===== config.mk =====
export PLATFORM = sky130hd
export DESIGN_NAME = bracket_matching_run_length_lexer_flat
export DESIGN_NICKNAME = d
export VERILOG_FILES = /design/src/sv/bml_pkg.sv /design/src/sv/bml_in_if.sv /design/src/sv/bml_out_if.sv /design/src/sv/bml_ctrl.sv /design/src/sv/bml_dp.sv /design/src/sv/bracket_matching_run_length_lexer.sv /design/src/flat_wrapper.sv
export SDC_FILE = /design/constraint.sdc
export NUM_CORES = 2
export LEC_CHECK = 0
export ABC_AREA = 1
export BUFFER_PORTS_ARGS = -buffer_cell sky130_fd_sc_hd__buf_2
export CAP_MARGIN = 20
export CELL_PAD_IN_SITES_DETAIL_PLACEMENT = 1
export CELL_PAD_IN_SITES_GLOBAL_PLACEMENT = 1
export CORE_MARGIN = 5
export CORE_UTILIZATION = 35
export DETAILED_ROUTE_END_ITERATION = 10
export PLACE_DENSITY = 0.68
export SLEW_MARGIN = 5
export SYNTH_ARGS = -nofsm -noshare
export SYNTH_HDL_FRONTEND = slang
export SYNTH_HIERARCHICAL = 1
export SYNTH_SLANG_ARGS = --single-unit

===== constraint.sdc =====
create_clock -name i_clk -period 5.5 [get_ports i_clk]
set_input_delay 0.275 -clock i_clk [delete_from_list [all_inputs] [get_ports i_clk]]
set_output_delay 0.275 -clock i_clk [all_outputs]
set_load 0.005 [all_outputs]

===== src/sv/bml_pkg.sv =====
// shared types, constants and byte decode functions for the bracket matching lexer
// depends on nothing; used by the interfaces, the controller, the datapath and the top level
package bml_pkg;

    localparam int STACK_DEPTH = 32;
    localparam int INDEX_BITS  = 16;
    localparam int SP_BITS     = $clog2(STACK_DEPTH + 1);
    localparam int ADDR_BITS   = (STACK_DEPTH > 1) ? $clog2(STACK_DEPTH) : 1;

    localparam logic [7:0] CH_PLUS    = 8'h2B;
    localparam logic [7:0] CH_MINUS   = 8'h2D;
    localparam logic [7:0] CH_LT      = 8'h3C;
    localparam logic [7:0] CH_GT      = 8'h3E;
    localparam logic [7:0] CH_COMMA   = 8'h2C;
    localparam logic [7:0] CH_DOT     = 8'h2E;
    localparam logic [7:0] CH_AT      = 8'h40;
    localparam logic [7:0] CH_LBRACK  = 8'h5B;
    localparam logic [7:0] CH_RBRACK  = 8'h5D;
    localparam logic [7:0] CH_NEWLINE = 8'h0A;

    localparam logic [15:0] SAT16 = 16'hFFFF;

    typedef enum logic [2:0] {
        ST_TOKEN           = 3'd0,
        ST_UNMATCHED_CLOSE = 3'd1,
        ST_TOO_DEEP        = 3'd2,
        ST_UNMATCHED_OPEN  = 3'd3,
        ST_END_DONE        = 3'd4
    } t_status;

    typedef enum logic [3:0] {
        CMD_PLUS  = 4'd0,
        CMD_MINUS = 4'd1,
        CMD_LEFT  = 4'd2,
        CMD_RIGHT = 4'd3,
        CMD_IN    = 4'd4,
        CMD_OUT   = 4'd5,
        CMD_AT    = 4'd6,
        CMD_OPEN  = 4'd7,
        CMD_CLOSE = 4'd8
    } t_cmd;

    typedef enum logic [2:0] {
        C_NONE,
        C_NEWLINE,
        C_RUN,
        C_OPEN,
        C_CLOSE
    } t_class;

    typedef enum logic [1:0] {
        E_FLUSH,
        E_BRACKET,
        E_OPEN_LEFT,
        E_DONE
    } t_emit_sel;

    typedef enum logic [2:0] {
        S_IDLE,
        S_DECODE,
        S_FLUSH,
        S_TOKEN,
        S_WALK_RD,
        S_WALK_EMIT,
        S_DONE
    } t_state;

    typedef struct packed {
        logic       kind;
        logic [7:0] source_byte;
    } t_in_item;

    typedef struct packed {
        t_status     status;
        t_cmd        command;
        logic [15:0] repeat_count;
        logic [15:0] token_index;
        logic [15:0] partner_index;
        logic [15:0] line_number;
        logic [15:0] column;
        logic        last_result;
    } t_out_item;

    typedef struct packed {
        logic [INDEX_BITS-1:0] index;
        logic [15:0]           line;
        logic [15:0]           col;
    } t_stack_entry;

    // controller to datapath
    typedef struct packed {
        logic      latch_in;
        logic      newline;
        logic      col_inc;
        logic      merge;
        logic      load_pend;
        logic      emit;
        t_emit_sel emit_sel;
        logic      emit_last;
        logic      push;
        logic      pop;
        logic      set_fail;
        logic      walk_clr;
        logic      walk_inc;
        logic      walk_sel;
        logic      clear_all;
    } t_dp_cmd;

    // datapath to controller
    typedef struct packed {
        logic   kind;
        logic   failed;
        t_class cls;
        logic   can_merge;
        logic   pend_valid;
        logic   stack_empty;
        logic   stack_full;
        logic   walk_last;
        logic   out_free;
    } t_dp_sts;

    function automatic t_class byte_class(input logic [7:0] b);
        t_class c;
        c = C_NONE;
        case (b)
            CH_PLUS, CH_MINUS, CH_LT, CH_GT, CH_COMMA, CH_DOT, CH_AT: c = C_RUN;
            CH_LBRACK:  c = C_OPEN;
            CH_RBRACK:  c = C_CLOSE;
            CH_NEWLINE: c = C_NEWLINE;
            default:    c = C_NONE;
        endcase
        return c;
    endfunction

    function automatic t_cmd byte_cmd(input logic [7:0] b);
        t_cmd c;
        c = CMD_PLUS;
        case (b)
            CH_PLUS:   c = CMD_PLUS;
            CH_MINUS:  c = CMD_MINUS;
            CH_LT:     c = CMD_LEFT;
            CH_GT:     c = CMD_RIGHT;
            CH_COMMA:  c = CMD_IN;
            CH_DOT:    c = CMD_OUT;
            CH_AT:     c = CMD_AT;
            CH_LBRACK: c = CMD_OPEN;
            CH_RBRACK: c = CMD_CLOSE;
            default:   c = CMD_PLUS;
        endcase
        return c;
    endfunction

endpackage


===== src/sv/bml_in_if.sv =====
// valid/ready channel carrying one source item (byte or end marker)
// depends on bml_pkg
interface bml_in_if;
    logic               valid;
    logic               ready;
    bml_pkg::t_in_item  data;

    modport source (output valid, output data, input ready);
    modport sink   (input valid, input data, output ready);
endinterface


===== src/sv/bml_out_if.sv =====
// valid/ready channel carrying one lexer result
// depends on bml_pkg
interface bml_out_if;
    logic               valid;
    logic               ready;
    bml_pkg::t_out_item data;

    modport source (output valid, output data, input ready);
    modport sink   (input valid, input data, output ready);
endinterface


===== src/sv/bml_ctrl.sv =====
// sequencing state machine for the lexer: walks one item through decode, flush,
// bracket and end-of-source stack walk; depends on bml_pkg
module bml_ctrl (
    input  logic             i_clk,
    input  logic             i_rst_n,
    input  logic             i_in_valid,
    output logic             o_in_ready,
    input  bml_pkg::t_dp_sts i_sts,
    output bml_pkg::t_dp_cmd o_cmd
);

    bml_pkg::t_state r_state;
    bml_pkg::t_state n_state;

    logic flush_go;

    assign flush_go = !i_sts.pend_valid || i_sts.out_free;

    always_ff @(posedge i_clk) begin
        if (!i_rst_n) begin
            r_state <= bml_pkg::S_IDLE;
        end else begin
            r_state <= n_state;
        end
    end

    // next state
    always_comb begin
        n_state = r_state;
        unique case (r_state)
            bml_pkg::S_IDLE: begin
                if (i_in_valid) n_state = bml_pkg::S_DECODE;
            end
            bml_pkg::S_DECODE: begin
                if (i_sts.kind) begin
                    n_state = i_sts.failed ? bml_pkg::S_DONE : bml_pkg::S_FLUSH;
                end else if (i_sts.failed) begin
                    n_state = bml_pkg::S_IDLE;
                end else begin
                    case (i_sts.cls)
                        bml_pkg::C_RUN: begin
                            n_state = i_sts.can_merge ? bml_pkg::S_IDLE : bml_pkg::S_FLUSH;
                        end
                        bml_pkg::C_OPEN, bml_pkg::C_CLOSE: n_state = bml_pkg::S_FLUSH;
                        default: n_state = bml_pkg::S_IDLE;
                    endcase
                end
            end
            bml_pkg::S_FLUSH: begin
                if (flush_go) begin
                    if (i_sts.kind) begin
                        n_state = i_sts.stack_empty ? bml_pkg::S_DONE : bml_pkg::S_WALK_RD;
                    end else if (i_sts.cls == bml_pkg::C_RUN) begin
                        n_state = bml_pkg::S_IDLE;
                    end else begin
                        n_state = bml_pkg::S_TOKEN;
                    end
                end
            end
            bml_pkg::S_TOKEN: begin
                if (i_sts.out_free) n_state = bml_pkg::S_IDLE;
            end
            bml_pkg::S_WALK_RD: begin
                n_state = bml_pkg::S_WALK_EMIT;
            end
            bml_pkg::S_WALK_EMIT: begin
                if (i_sts.out_free) begin
                    n_state = i_sts.walk_last ? bml_pkg::S_DONE : bml_pkg::S_WALK_RD;
                end
            end
            bml_pkg::S_DONE: begin
                if (i_sts.out_free) n_state = bml_pkg::S_IDLE;
            end
            default: n_state = bml_pkg::S_IDLE;
        endcase
    end

    // outputs
    always_comb begin
        o_cmd      = '0;
        o_in_ready = 1'b0;
        unique case (r_state)
            bml_pkg::S_IDLE: begin
                o_in_ready     = 1'b1;
                o_cmd.latch_in = i_in_valid;
            end
            bml_pkg::S_DECODE: begin
                o_cmd.walk_clr = 1'b1;
                if (!i_sts.kind && !i_sts.failed) begin
                    case (i_sts.cls)
                        bml_pkg::C_NEWLINE: o_cmd.newline = 1'b1;
                        bml_pkg::C_NONE:    o_cmd.col_inc = 1'b1;
                        bml_pkg::C_RUN: begin
                            o_cmd.merge   = i_sts.can_merge;
                            o_cmd.col_inc = i_sts.can_merge;
                        end
                        default: o_cmd.col_inc = 1'b0;
                    endcase
                end
            end
            bml_pkg::S_FLUSH: begin
                if (flush_go) begin
                    o_cmd.emit     = i_sts.pend_valid;
                    o_cmd.emit_sel = bml_pkg::E_FLUSH;
                    // a new run start: the flushed token is this byte's only result
                    if (!i_sts.kind && i_sts.cls == bml_pkg::C_RUN) begin
                        o_cmd.emit_last = 1'b1;
                        o_cmd.load_pend = 1'b1;
                        o_cmd.col_inc   = 1'b1;
                    end
                end
            end
            bml_pkg::S_TOKEN: begin
                if (i_sts.out_free) begin
                    o_cmd.emit      = 1'b1;
                    o_cmd.emit_sel  = bml_pkg::E_BRACKET;
                    o_cmd.emit_last = 1'b1;
                    o_cmd.col_inc   = 1'b1;
                    if (i_sts.cls == bml_pkg::C_OPEN) begin
                        o_cmd.push     = !i_sts.stack_full;
                        o_cmd.set_fail = i_sts.stack_full;
                    end else begin
                        o_cmd.pop      = !i_sts.stack_empty;
                        o_cmd.set_fail = i_sts.stack_empty;
                    end
                end
            end
            bml_pkg::S_WALK_RD: begin
                o_cmd.walk_sel = 1'b1;
            end
            bml_pkg::S_WALK_EMIT: begin
                o_cmd.walk_sel = 1'b1;
                if (i_sts.out_free) begin
                    o_cmd.emit     = 1'b1;
                    o_cmd.emit_sel = bml_pkg::E_OPEN_LEFT;
                    o_cmd.walk_inc = 1'b1;
                end
            end
            bml_pkg::S_DONE: begin
                if (i_sts.out_free) begin
                    o_cmd.emit      = 1'b1;
                    o_cmd.emit_sel  = bml_pkg::E_DONE;
                    o_cmd.emit_last = 1'b1;
                    o_cmd.clear_all = 1'b1;
                end
            end
            default: o_cmd = '0;
        endcase
    end

endmodule


===== src/sv/bml_dp.sv =====
// lexer datapath: pending run, position counters, open bracket stack memory,
// token index counter and the result register; depends on bml_pkg
module bml_dp (
    input  logic               i_clk,
    input  logic               i_rst_n,
    input  bml_pkg::t_in_item  i_in_data,
    input  bml_pkg::t_dp_cmd   i_cmd,
    output bml_pkg::t_dp_sts   o_sts,
    input  logic               i_out_ready,
    output logic               o_out_valid,
    output bml_pkg::t_out_item o_out_data
);

    localparam int IB = bml_pkg::INDEX_BITS;
    localparam int SB = bml_pkg::SP_BITS;
    localparam int AB = bml_pkg::ADDR_BITS;

    logic                  r_kind;
    logic [7:0]            r_byte;
    logic                  r_pend_valid, n_pend_valid;
    logic [2:0]            r_pend_cmd, n_pend_cmd;
    logic [15:0]           r_pend_cnt, n_pend_cnt;
    logic [15:0]           r_pend_line, n_pend_line;
    logic [15:0]           r_pend_col, n_pend_col;
    logic [15:0]           r_line, n_line;
    logic [15:0]           r_col, n_col;
    logic [IB-1:0]         r_next_idx, n_next_idx;
    logic [SB-1:0]         r_sp, n_sp;
    logic [SB-1:0]         r_walk, n_walk;
    logic                  r_failed, n_failed;
    logic                  r_out_valid, n_out_valid;
    bml_pkg::t_out_item    r_out, n_out;
    bml_pkg::t_stack_entry r_rd_data;
    bml_pkg::t_stack_entry mem [bml_pkg::STACK_DEPTH];

    bml_pkg::t_class cur_cls;
    bml_pkg::t_cmd   cur_cmd;
    logic            is_open;
    logic            stack_empty;
    logic            stack_full;
    logic            bracket_err;
    logic            out_free;
    logic [AB-1:0]   rd_addr;

    assign cur_cls     = bml_pkg::byte_class(r_byte);
    assign cur_cmd     = bml_pkg::byte_cmd(r_byte);
    assign is_open     = (cur_cls == bml_pkg::C_OPEN);
    assign stack_empty = (r_sp == '0);
    assign stack_full  = (r_sp == SB'(bml_pkg::STACK_DEPTH));
    assign bracket_err = is_open ? stack_full : stack_empty;
    assign out_free    = !r_out_valid || i_out_ready;
    assign rd_addr     = i_cmd.walk_sel ? r_walk[AB-1:0] : AB'(r_sp - SB'(1));

    always_comb begin
        o_sts.kind        = r_kind;
        o_sts.failed      = r_failed;
        o_sts.cls         = cur_cls;
        o_sts.can_merge   = r_pend_valid && (r_pend_cmd == 3'(cur_cmd))
                            && (r_pend_cnt != bml_pkg::SAT16);
        o_sts.pend_valid  = r_pend_valid;
        o_sts.stack_empty = stack_empty;
        o_sts.stack_full  = stack_full;
        o_sts.walk_last   = ((r_walk + SB'(1)) == r_sp);
        o_sts.out_free    = out_free;
    end

    // result payload
    always_comb begin
        n_out             = r_out;
        n_out.last_result = i_cmd.emit_last;
        case (i_cmd.emit_sel)
            bml_pkg::E_FLUSH: begin
                n_out.status        = bml_pkg::ST_TOKEN;
                n_out.command       = bml_pkg::t_cmd'({1'b0, r_pend_cmd});
                n_out.repeat_count  = r_pend_cnt;
                n_out.token_index   = 16'(r_next_idx);
                n_out.partner_index = '0;
                n_out.line_number   = r_pend_line;
                n_out.column        = r_pend_col;
            end
            bml_pkg::E_BRACKET: begin
                n_out.command      = is_open ? bml_pkg::CMD_OPEN : bml_pkg::CMD_CLOSE;
                n_out.repeat_count = 16'd1;
                n_out.line_number  = r_line;
                n_out.column       = r_col;
                if (bracket_err) begin
                    n_out.status        = is_open ? bml_pkg::ST_TOO_DEEP
                                                  : bml_pkg::ST_UNMATCHED_CLOSE;
                    n_out.token_index   = '0;
                    n_out.partner_index = '0;
                end else begin
                    n_out.status        = bml_pkg::ST_TOKEN;
                    n_out.token_index   = 16'(r_next_idx);
                    n_out.partner_index = is_open ? 16'(r_next_idx) : 16'(r_rd_data.index);
                end
            end
            bml_pkg::E_OPEN_LEFT: begin
                n_out.status        = bml_pkg::ST_UNMATCHED_OPEN;
                n_out.command       = bml_pkg::CMD_OPEN;
                n_out.repeat_count  = 16'd1;
                n_out.token_index   = 16'(r_rd_data.index);
                n_out.partner_index = 16'(r_rd_data.index);
                n_out.line_number   = r_rd_data.line;
                n_out.column        = r_rd_data.col;
            end
            default: begin
                n_out.status        = bml_pkg::ST_END_DONE;
                n_out.command       = bml_pkg::CMD_PLUS;
                n_out.repeat_count  = '0;
                n_out.token_index   = '0;
                n_out.partner_index = '0;
                n_out.line_number   = '0;
                n_out.column        = '0;
            end
        endcase
    end

    // control state next values
    always_comb begin
        n_pend_valid = r_pend_valid;
        n_pend_cmd   = r_pend_cmd;
        n_pend_cnt   = r_pend_cnt;
        n_pend_line  = r_pend_line;
        n_pend_col   = r_pend_col;
        n_line       = r_line;
        n_col        = r_col;
        n_next_idx   = r_next_idx;
        n_sp         = r_sp;
        n_walk       = r_walk;
        n_failed     = r_failed;
        n_out_valid  = r_out_valid && !i_out_ready;

        if (i_cmd.emit) begin
            n_out_valid = 1'b1;
        end
        if (i_cmd.emit && i_cmd.emit_sel == bml_pkg::E_FLUSH) begin
            n_pend_valid = 1'b0;
            n_next_idx   = r_next_idx + IB'(1);
        end
        if (i_cmd.emit && i_cmd.emit_sel == bml_pkg::E_BRACKET && !bracket_err) begin
            n_next_idx = r_next_idx + IB'(1);
        end
        if (i_cmd.merge) begin
            n_pend_cnt = r_pend_cnt + 16'd1;
        end
        if (i_cmd.load_pend) begin
            n_pend_valid = 1'b1;
            n_pend_cmd   = 3'(cur_cmd);
            n_pend_cnt   = 16'd1;
            n_pend_line  = r_line;
            n_pend_col   = r_col;
        end
        if (i_cmd.newline) begin
            if (r_line != bml_pkg::SAT16) n_line = r_line + 16'd1;
            n_col = '0;
        end
        if (i_cmd.col_inc && r_col != bml_pkg::SAT16) begin
            n_col = r_col + 16'd1;
        end
        if (i_cmd.push) n_sp = r_sp + SB'(1);
        if (i_cmd.pop)  n_sp = r_sp - SB'(1);
        if (i_cmd.set_fail) n_failed = 1'b1;
        if (i_cmd.walk_clr) n_walk = '0;
        if (i_cmd.walk_inc) n_walk = r_walk + SB'(1);
        if (i_cmd.clear_all) begin
            n_pend_valid = 1'b0;
            n_pend_cmd   = '0;
            n_pend_cnt   = '0;
            n_pend_line  = 16'd1;
            n_pend_col   = '0;
            n_line       = 16'd1;
            n_col        = '0;
            n_next_idx   = '0;
            n_sp         = '0;
            n_failed     = 1'b0;
        end
    end

    always_ff @(posedge i_clk) begin
        if (!i_rst_n) begin
            r_pend_valid <= 1'b0;
            r_pend_cmd   <= '0;
            r_pend_cnt   <= '0;
            r_pend_line  <= 16'd1;
            r_pend_col   <= '0;
            r_line       <= 16'd1;
            r_col        <= '0;
            r_next_idx   <= '0;
            r_sp         <= '0;
            r_walk       <= '0;
            r_failed     <= 1'b0;
            r_out_valid  <= 1'b0;
        end else begin
            r_pend_valid <= n_pend_valid;
            r_pend_cmd   <= n_pend_cmd;
            r_pend_cnt   <= n_pend_cnt;
            r_pend_line  <= n_pend_line;
            r_pend_col   <= n_pend_col;
            r_line       <= n_line;
            r_col        <= n_col;
            r_next_idx   <= n_next_idx;
            r_sp         <= n_sp;
            r_walk       <= n_walk;
            r_failed     <= n_failed;
            r_out_valid  <= n_out_valid;
        end
    end

    // payload registers
    always_ff @(posedge i_clk) begin
        if (i_cmd.latch_in) begin
            r_kind <= i_in_data.kind;
            r_byte <= i_in_data.source_byte;
        end
        if (i_cmd.emit) begin
            r_out <= n_out;
        end
    end

    // open bracket stack, registered read
    always_ff @(posedge i_clk) begin
        if (i_cmd.push) begin
            mem[AB'(r_sp)] <= '{index: r_next_idx, line: r_line, col: r_col};
        end
        r_rd_data <= mem[rd_addr];
    end

    assign o_out_valid = r_out_valid;
    assign o_out_data  = r_out;

endmodule


===== src/sv/bracket_matching_run_length_lexer.sv =====
// a source byte is taken in idle and decoded in the next cycle; flush and token give any
// results, with output stalls; end item: flush, a read and an emit state per unmatched open
// in the stack memory, then end done (only end done after a failure)
// the decode/flush/token sequencer takes a new item only once the last is through; the
// stack memory has a single read port; reset (synchronous, active low) clears all counters
// and flags at once, the stack memory itself is not cleared
module bracket_matching_run_length_lexer (
    input logic        i_clk,
    input logic        i_rst_n,
    bml_in_if.sink     i_in,
    bml_out_if.source  o_out
);

    bml_pkg::t_dp_cmd cmd;
    bml_pkg::t_dp_sts sts;

    bml_ctrl u_ctrl (
        .i_clk      (i_clk),
        .i_rst_n    (i_rst_n),
        .i_in_valid (i_in.valid),
        .o_in_ready (i_in.ready),
        .i_sts      (sts),
        .o_cmd      (cmd)
    );

    bml_dp u_dp (
        .i_clk       (i_clk),
        .i_rst_n     (i_rst_n),
        .i_in_data   (i_in.data),
        .i_cmd       (cmd),
        .o_sts       (sts),
        .i_out_ready (o_out.ready),
        .o_out_valid (o_out.valid),
        .o_out_data  (o_out.data)
    );

    // one item at a time: the input closes right after a transaction
    a_one_item: assert property (@(posedge i_clk) disable iff (!i_rst_n)
        (i_in.valid && i_in.ready) |=> !i_in.ready)
        else $error("input taken while an item is still in work");

    a_end_last: assert property (@(posedge i_clk) disable iff (!i_rst_n)
        (o_out.valid && o_out.data.status == bml_pkg::ST_END_DONE)
            |-> o_out.data.last_result)
        else $error("end done result without last flag");

    a_close_err: assert property (@(posedge i_clk) disable iff (!i_rst_n)
        (o_out.valid && o_out.data.status == bml_pkg::ST_UNMATCHED_CLOSE)
            |-> (o_out.data.command == bml_pkg::CMD_CLOSE && o_out.data.last_result))
        else $error("unmatched close result malformed");

    a_push_room: assert property (@(posedge i_clk) disable iff (!i_rst_n)
        cmd.push |-> !sts.stack_full)
        else $error("push into a full bracket stack");

endmodule


===== src/flat_wrapper.sv =====
// flat-port wrapper written by rule: the top's interface ports become plain ports
module bracket_matching_run_length_lexer_flat 
  (i_clk, i_rst_n, i_in_valid, i_in_data, i_in_ready, o_out_valid, o_out_data, o_out_ready);
  bml_in_if i_in_i ();
  bml_out_if o_out_i ();
  input logic i_clk;
  input logic i_rst_n;
  input wire logic [$bits(i_in_i.valid)-1:0] i_in_valid;
  input wire logic [$bits(i_in_i.data)-1:0] i_in_data;
  output wire logic [$bits(i_in_i.ready)-1:0] i_in_ready;
  output wire logic [$bits(o_out_i.valid)-1:0] o_out_valid;
  output wire logic [$bits(o_out_i.data)-1:0] o_out_data;
  input wire logic [$bits(o_out_i.ready)-1:0] o_out_ready;
  assign i_in_i.valid = i_in_valid;
  assign i_in_i.data = i_in_data;
  assign i_in_ready = i_in_i.ready;
  assign o_out_valid = o_out_i.valid;
  assign o_out_data = o_out_i.data;
  assign o_out_i.ready = o_out_ready;
  bracket_matching_run_length_lexer u_core (.i_clk(i_clk), .i_rst_n(i_rst_n), .i_in(i_in_i), .o_out(o_out_i));
endmodule

# [Word level (Yosys, flattened, before mapping)]
# Memory sizes are Yosys's and may differ from the RTL's. A register that Yosys moved wholly into a read port is not among the register bits.
# Index checks and enable logic that the tools add are counted.
[totals] ff_bits=214 ram_bits=1536 inputBits=13 output_inout_bits=90 word_cells=167 n_memories=1
[memory_table] memory="u_core.u_dp.mem" depth=32 width=48 read_ports=1 rd_ports_with_merged_regs=1 write_ports=1 line_no="bml_dp.sv:34" text="bml_pkg::t_stack_entry mem [bml_pkg::STACK_DEPTH];"
[op_classes] addsub=7 n_eq_ne=32 muxes=65 bitwise_logic=1 n_reduce_logical=37
[op_table] cell="one-hot mux 87 bit (3 select lines)" count=1
[op_table] cell="two-way mux 16 bit" count=5
[op_table] cell="adder 16 x 1 -> 16 bit, second input constant" count=4
[op_table] cell="== test 8 x 6 -> 1 bit, second input constant" count=6
[op_table] cell="!= test 16 bit, second input constant" count=3
[op_table] cell="two-way mux 32 bit" count=1
[op_table] cell="two-way mux 3 bit" count=10
[op_table] cell="== test 8 x 7 -> 1 bit, second input constant" count=3
[op_table] cell="two-way mux 1 bit" count=24
[op_table] cell="two-way mux 6 bit" count=4
[op_table] cell="one-hot mux 3 bit (4 select lines)" count=2
[op_table] cell="one-hot mux 3 bit (8 select lines)" count=1
[op_table] cell="one-hot mux 3 bit (6 select lines)" count=1
[op_table] cell="two-way mux 2 bit" count=7
[op_table] cell="adder 6 x 1 -> 6 bit, second input constant" count=2
[op_table] cell="== test 3 x 2 -> 1 bit, second input constant" count=4
[op_table] cell="== test 3 bit, second input constant" count=4
[op_table] cell="nonzero test 2 bit" count=6
[op_table] cell="two-way mux 5 bit" count=2
[op_table] cell="logical AND 1 bit" count=9
[op_table] cell="== test 8 x 4 -> 1 bit, second input constant" count=1
[op_table] cell="logical NOT 1 bit" count=8
[op_table] cell="two-way mux 4 bit" count=2
[op_table] cell="OR reduction 2 bit" count=4
[op_table] cell="22 further kinds" count=28

# [Logic depth before layout (Yosys ltp)]
[depth] word_depth=12 mapped_depth=22 mapped_depth_nobuf=21

# [Modules after synthesis]
# Netlist, hierarchy kept.
[by_module_without_submodules] module="bml_dp" n_inst=1 cells_each=7987 area_per_inst_um2=79234.7
[by_module_without_submodules] module="bml_ctrl" n_inst=1 cells_each=97 area_per_inst_um2=498.0

# [Worst setup path before layout]
# Ideal clock, no wire load.
[synth_timing] kind="flip-flop to flip-flop" start="register u_core.u_dp.r_byte[2]" end="memory u_core/u_dp/mem[16][0] in the netlist's numbering (enable)" setup_time_ns=0.513 arrival_time_ns=5.152 slack_ns=-0.166 path_stages_with_launch=15 path_buffers=1 cell_sequence="edfxtp_1 > inv_1 > nand2_1 > nor2_2 > nand3_2 > nand3_1 > inv_1 > nand4_1 > nand2_1 > nor2_1 > inv_1 > nor3_1 > clkbuf_1 > inv_1 > nor3_1"
[synth_lines] item="start, declared" line_no="bml_dp.sv:19" text="logic [7:0] r_byte;"
[synth_lines] item="start signal, assigned" line_no="bml_dp.sv:213" text="r_byte <= i_in_data.source_byte;"
[synth_lines] item="end, declared" line_no="bml_dp.sv:34"

==> summary.md <==
| Metric | Value |
|---|---|
| Worst Max-Slew Pin Slew | `1.118 ns` |
| Synth area leaders | `edfxtp_1 (62%), nand3_1 (11%), nand2_1 (8.7%)` |
| Area fraction in compound gates after synthesis | `0.01604` |
| Multi-input gate area | `19290 sq um` |
| Routed Antenna Nets | `0` |
| Via density | `5.281` |
| IO Port Bufs | `102` |
| Syn Inst Count | `8084` |
| TritonCTS clock tree | `done` |
| Fin nets | `8165` |
| DR iter-0 viols | `5581` |
| Overflow after GRT | `0` |
| Ys Warns | `6` |
| Top-Level Pins | `103` |
| Root Driver | `clkbuf_16` |
| Site Rows | `175` |
| Drt total wl | `272100 um` |
| Chip Width | `487.3 um` |
| Reg2Reg Setup Slack | `1.25 ns` |
| Area delta synth->final | `13.42%` |
| Final Max Slew Viols | `0` |
| Post-synth EDFFs | `1633` |
| Final Cell Area | `90440 sq um` |
| Die Area | `237500 sq um` |
| Post-synthesis adder-cell area fraction | `0.002040` |
| Worst EP required | `6.21 ns` |
| Post-DP Area | `84260 sq um` |
| Cell count after placement | `10944` |
| Fin cells | `11308` |
| Pre-CTS setup slack | `1.303 ns` |
| Drt first pass iters | `5` |
| RSZ-0062 raised after global routing | `no` |
| CP Class | `reg -> reg` |
| Synth Area in XOR/XNOR | `0.003515` |
| Initial antenna violation count | `11` |
| GP Congestion | `0.8297` |
| Crit end category | `register` |
| Min Clock Period, post-route | `4.250 ns` |
| First-pass GRT wire length | `402000 um` |
| Vias in the first global route | `62307` |
| Post-Syn Area | `79730 sq um` |
| Max cap viols | `0` |
| Final count of hold timing violations | `0` |
| Seq/Total Area, Yosys | `0.6564` |
| Main combinational cell family by area after synthesis | `simple AND/OR/NAND/NOR gates` |
| Setup TNS | `0 ns` |
| Async SR Flop Fraction | `0` |
| CP startpoint kind | `register` |
| Outcome | `finished, final reports clean` |
| Worst setup margin | `1.250 ns` |
| Main flop type after synthesis | `edfxtp_1` |
| Worst-path clk slew | `0.07 ns` |
| Leak | `37.68 nW` |
| Clk buf depth | `3` |
| Layout cell share with drive strength beyond 1 | `0.07882` |
| Largest net degree at the start of global routing | `107` |
| Die Ht | `487.3 um` |
| Synth top area share | `0.6150` |
| Slew headroom | `0.2545` |
| Final setup violation count | `0` |
| Cell with the most instances after synthesis | `nand2_1` |
| CP arrival | `4.96 ns` |
| CTS Sinks | `1798` |
| FF+latch count, synth | `1798` |
| Synth unique cells | `44` |
| Vias | `59717` |
| FF+latch area | `52390 sq um` |
| Path category of the worst min-delay check | `in -> reg` |
| Final worst-path cycle share | `0.7727` |
| Htree depth | `4` |
| Clock Latency Late Sink | `0.84 ns` |
| Total GRT Usage | `0.2245` |
| Commonest cells post-synth | `nand2_1 (1854), nand3_1 (1726), inv_1 (1683)` |
| FMAX | `235.3 MHz` |
| CP max FO | `53` |
| Area leader, netlist | `edfxtp_1` |
| Hold_ws | `0.1517 ns` |
| Initial Util | `0.3512` |
| Syn avg cell area | `9.863 sq um` |
| Remaining DRCs | `0` |
| Power Dens Cells | `331.8 nW/um^2` |
| CTS Buf Count | `188` |
| Worst vdd ir | `0.2898 mV` |
| CORE AREA | `227100 sq um` |
| DR WL/cell | `24.06 um` |
| Post-synthesis mux area share | `0` |
| Mapped Nets | `8110` |
| Worst Skew | `0.02784 ns` |
| Detail Placement HPWL | `160100 um` |
| Post-Synth Simple-Gate Area | `0.2160` |
| Final-layout fill cell count | `25359` |
==> layout by cell type (no fill, tap or decap), types with 10 or more instances in the layout <==
cell,instances
inv_1,1679
bufinv_16,11
nand4_1,25
clkinv_1,34
nor2_1,131
ha_1,11
clkbuf_16,191
clkbuf_8,19
a21oi_1,76
dfxtp_2,42
nand3_1,1726
nor3_1,48
o211ai_1,33
buf_4,125
xor2_1,25
nor2_4,32
dlygate4sd3_1,13
o21a_1,17
inv_2,10
nand2_1,1851
buf_12,49
buf_2,102
clkinv_2,22
nand3b_1,52
dfxtp_1,123
o21ai_0,84
edfxtp_1,1633
clkbuf_1,57
==> critical path, cell delays in order, from the launching register on <==
cell	delay, ns
dfxtp_1	0.54
inv_2	0.11
nand3_1	0.15
nand2_1	0.40
inv_4	0.31
nand2_8	0.33
nand2_8	0.39
buf_12	0.23
buf_12	0.31
buf_12	0.27
nand2_1	0.07
nand3_1	0.07
nand3_1	0.12
nand3_1	0.19
nand2_1	0.10
nand2_1	0.30
nand2_1	0.09
==> cell families (layout without fill, tap and decap cells) <==
logic type               after synthesis  in the layout
AND/OR/NAND/NOR                     3897           3897
buffers and inverters               2119           2332
flip-flops                          1798           1798
AO/OA/AOI/OAI                        225            225
XOR/XNOR                              32             32
adder cells (fa/ha/maj)               13             13
other                                  0              2
==> final timing paths <==
path | endpoint | from | depth (start not counted)
setup / recovery | u_core/u_dp/r_rd_data[22] | u_core/u_ctrl/r_state[1] | 16
hold / removal | u_core/u_dp/r_kind | i_in_data[8] | 2
hold reg to reg | u_core/u_dp/r_pend_col[14] | u_core/u_dp/r_pend_col[14] | 2
setup reg to reg | u_core/u_dp/r_rd_data[22] | u_core/u_ctrl/r_state[1] | 16
==> cell type report <==
cell class	count	area share
well taps	3009	0.04163
multi-input cells	4167	0.2133
clock inverters	81	0.008398
inverters	1694	0.07055
clock buffers	267	0.05811
diodes	2	0.00005534
flip-flops and latches	1798	0.5793
repair buffers	290	0.02861
==> what timing repair did <==
item,CTS,global route
setup buffers,0,0
hold endpoints to repair,28,0
gates resized for setup,0,0
hold buffers,13,0
==> power breakdown <==
part / leakage (nW) / internal (mW) / switching, mW
logic: 17.5 / 0.578 / 1.67
clock network: 2.94 / 7.17 / 5.45
registers: 17.3 / 14.9 / 0.259
==> layer usage <==
layer  wire, um  vias to the layer above  global-route usage
met5          7                        -                   0
met4       7571                        2             0.06558
met2     126900                     2305              0.3675
met3      21490                      444             0.03642
met1     116100                    30625              0.3084
li1           -                    26341                   -
==> through the flow <==
stage | util | total power, mW
floorplan | - | 16.57
global placement | 0.3710 | 17.58
detailed placement | 0.3711 | 17.62
global route | 0.3983 | 30.98
finish | 0.3983 | 30.01
CTS | 0.3981 | 30.20
==> flip-flops by register name (all words and copies together), names as in the netlist <==
name / count
u_core/u_ctrl/r_state: 3
u_core/u_dp/mem: 1536
u_core/u_dp/o_out_data: 88
u_core/u_dp/o_out_valid: 1
u_core/u_dp/r_byte: 8
u_core/u_dp/r_col: 16
u_core/u_dp/r_failed: 1
u_core/u_dp/r_kind: 1
u_core/u_dp/r_line: 16
u_core/u_dp/r_next_idx: 16
u_core/u_dp/r_pend_cmd: 3
u_core/u_dp/r_pend_cnt: 16
u_core/u_dp/r_pend_col: 16
u_core/u_dp/r_pend_line: 16
u_core/u_dp/r_pend_valid: 1
u_core/u_dp/r_rd_data: 48
u_core/u_dp/r_sp: 6
u_core/u_dp/r_walk: 6
(Power assumes the default switching activity.)
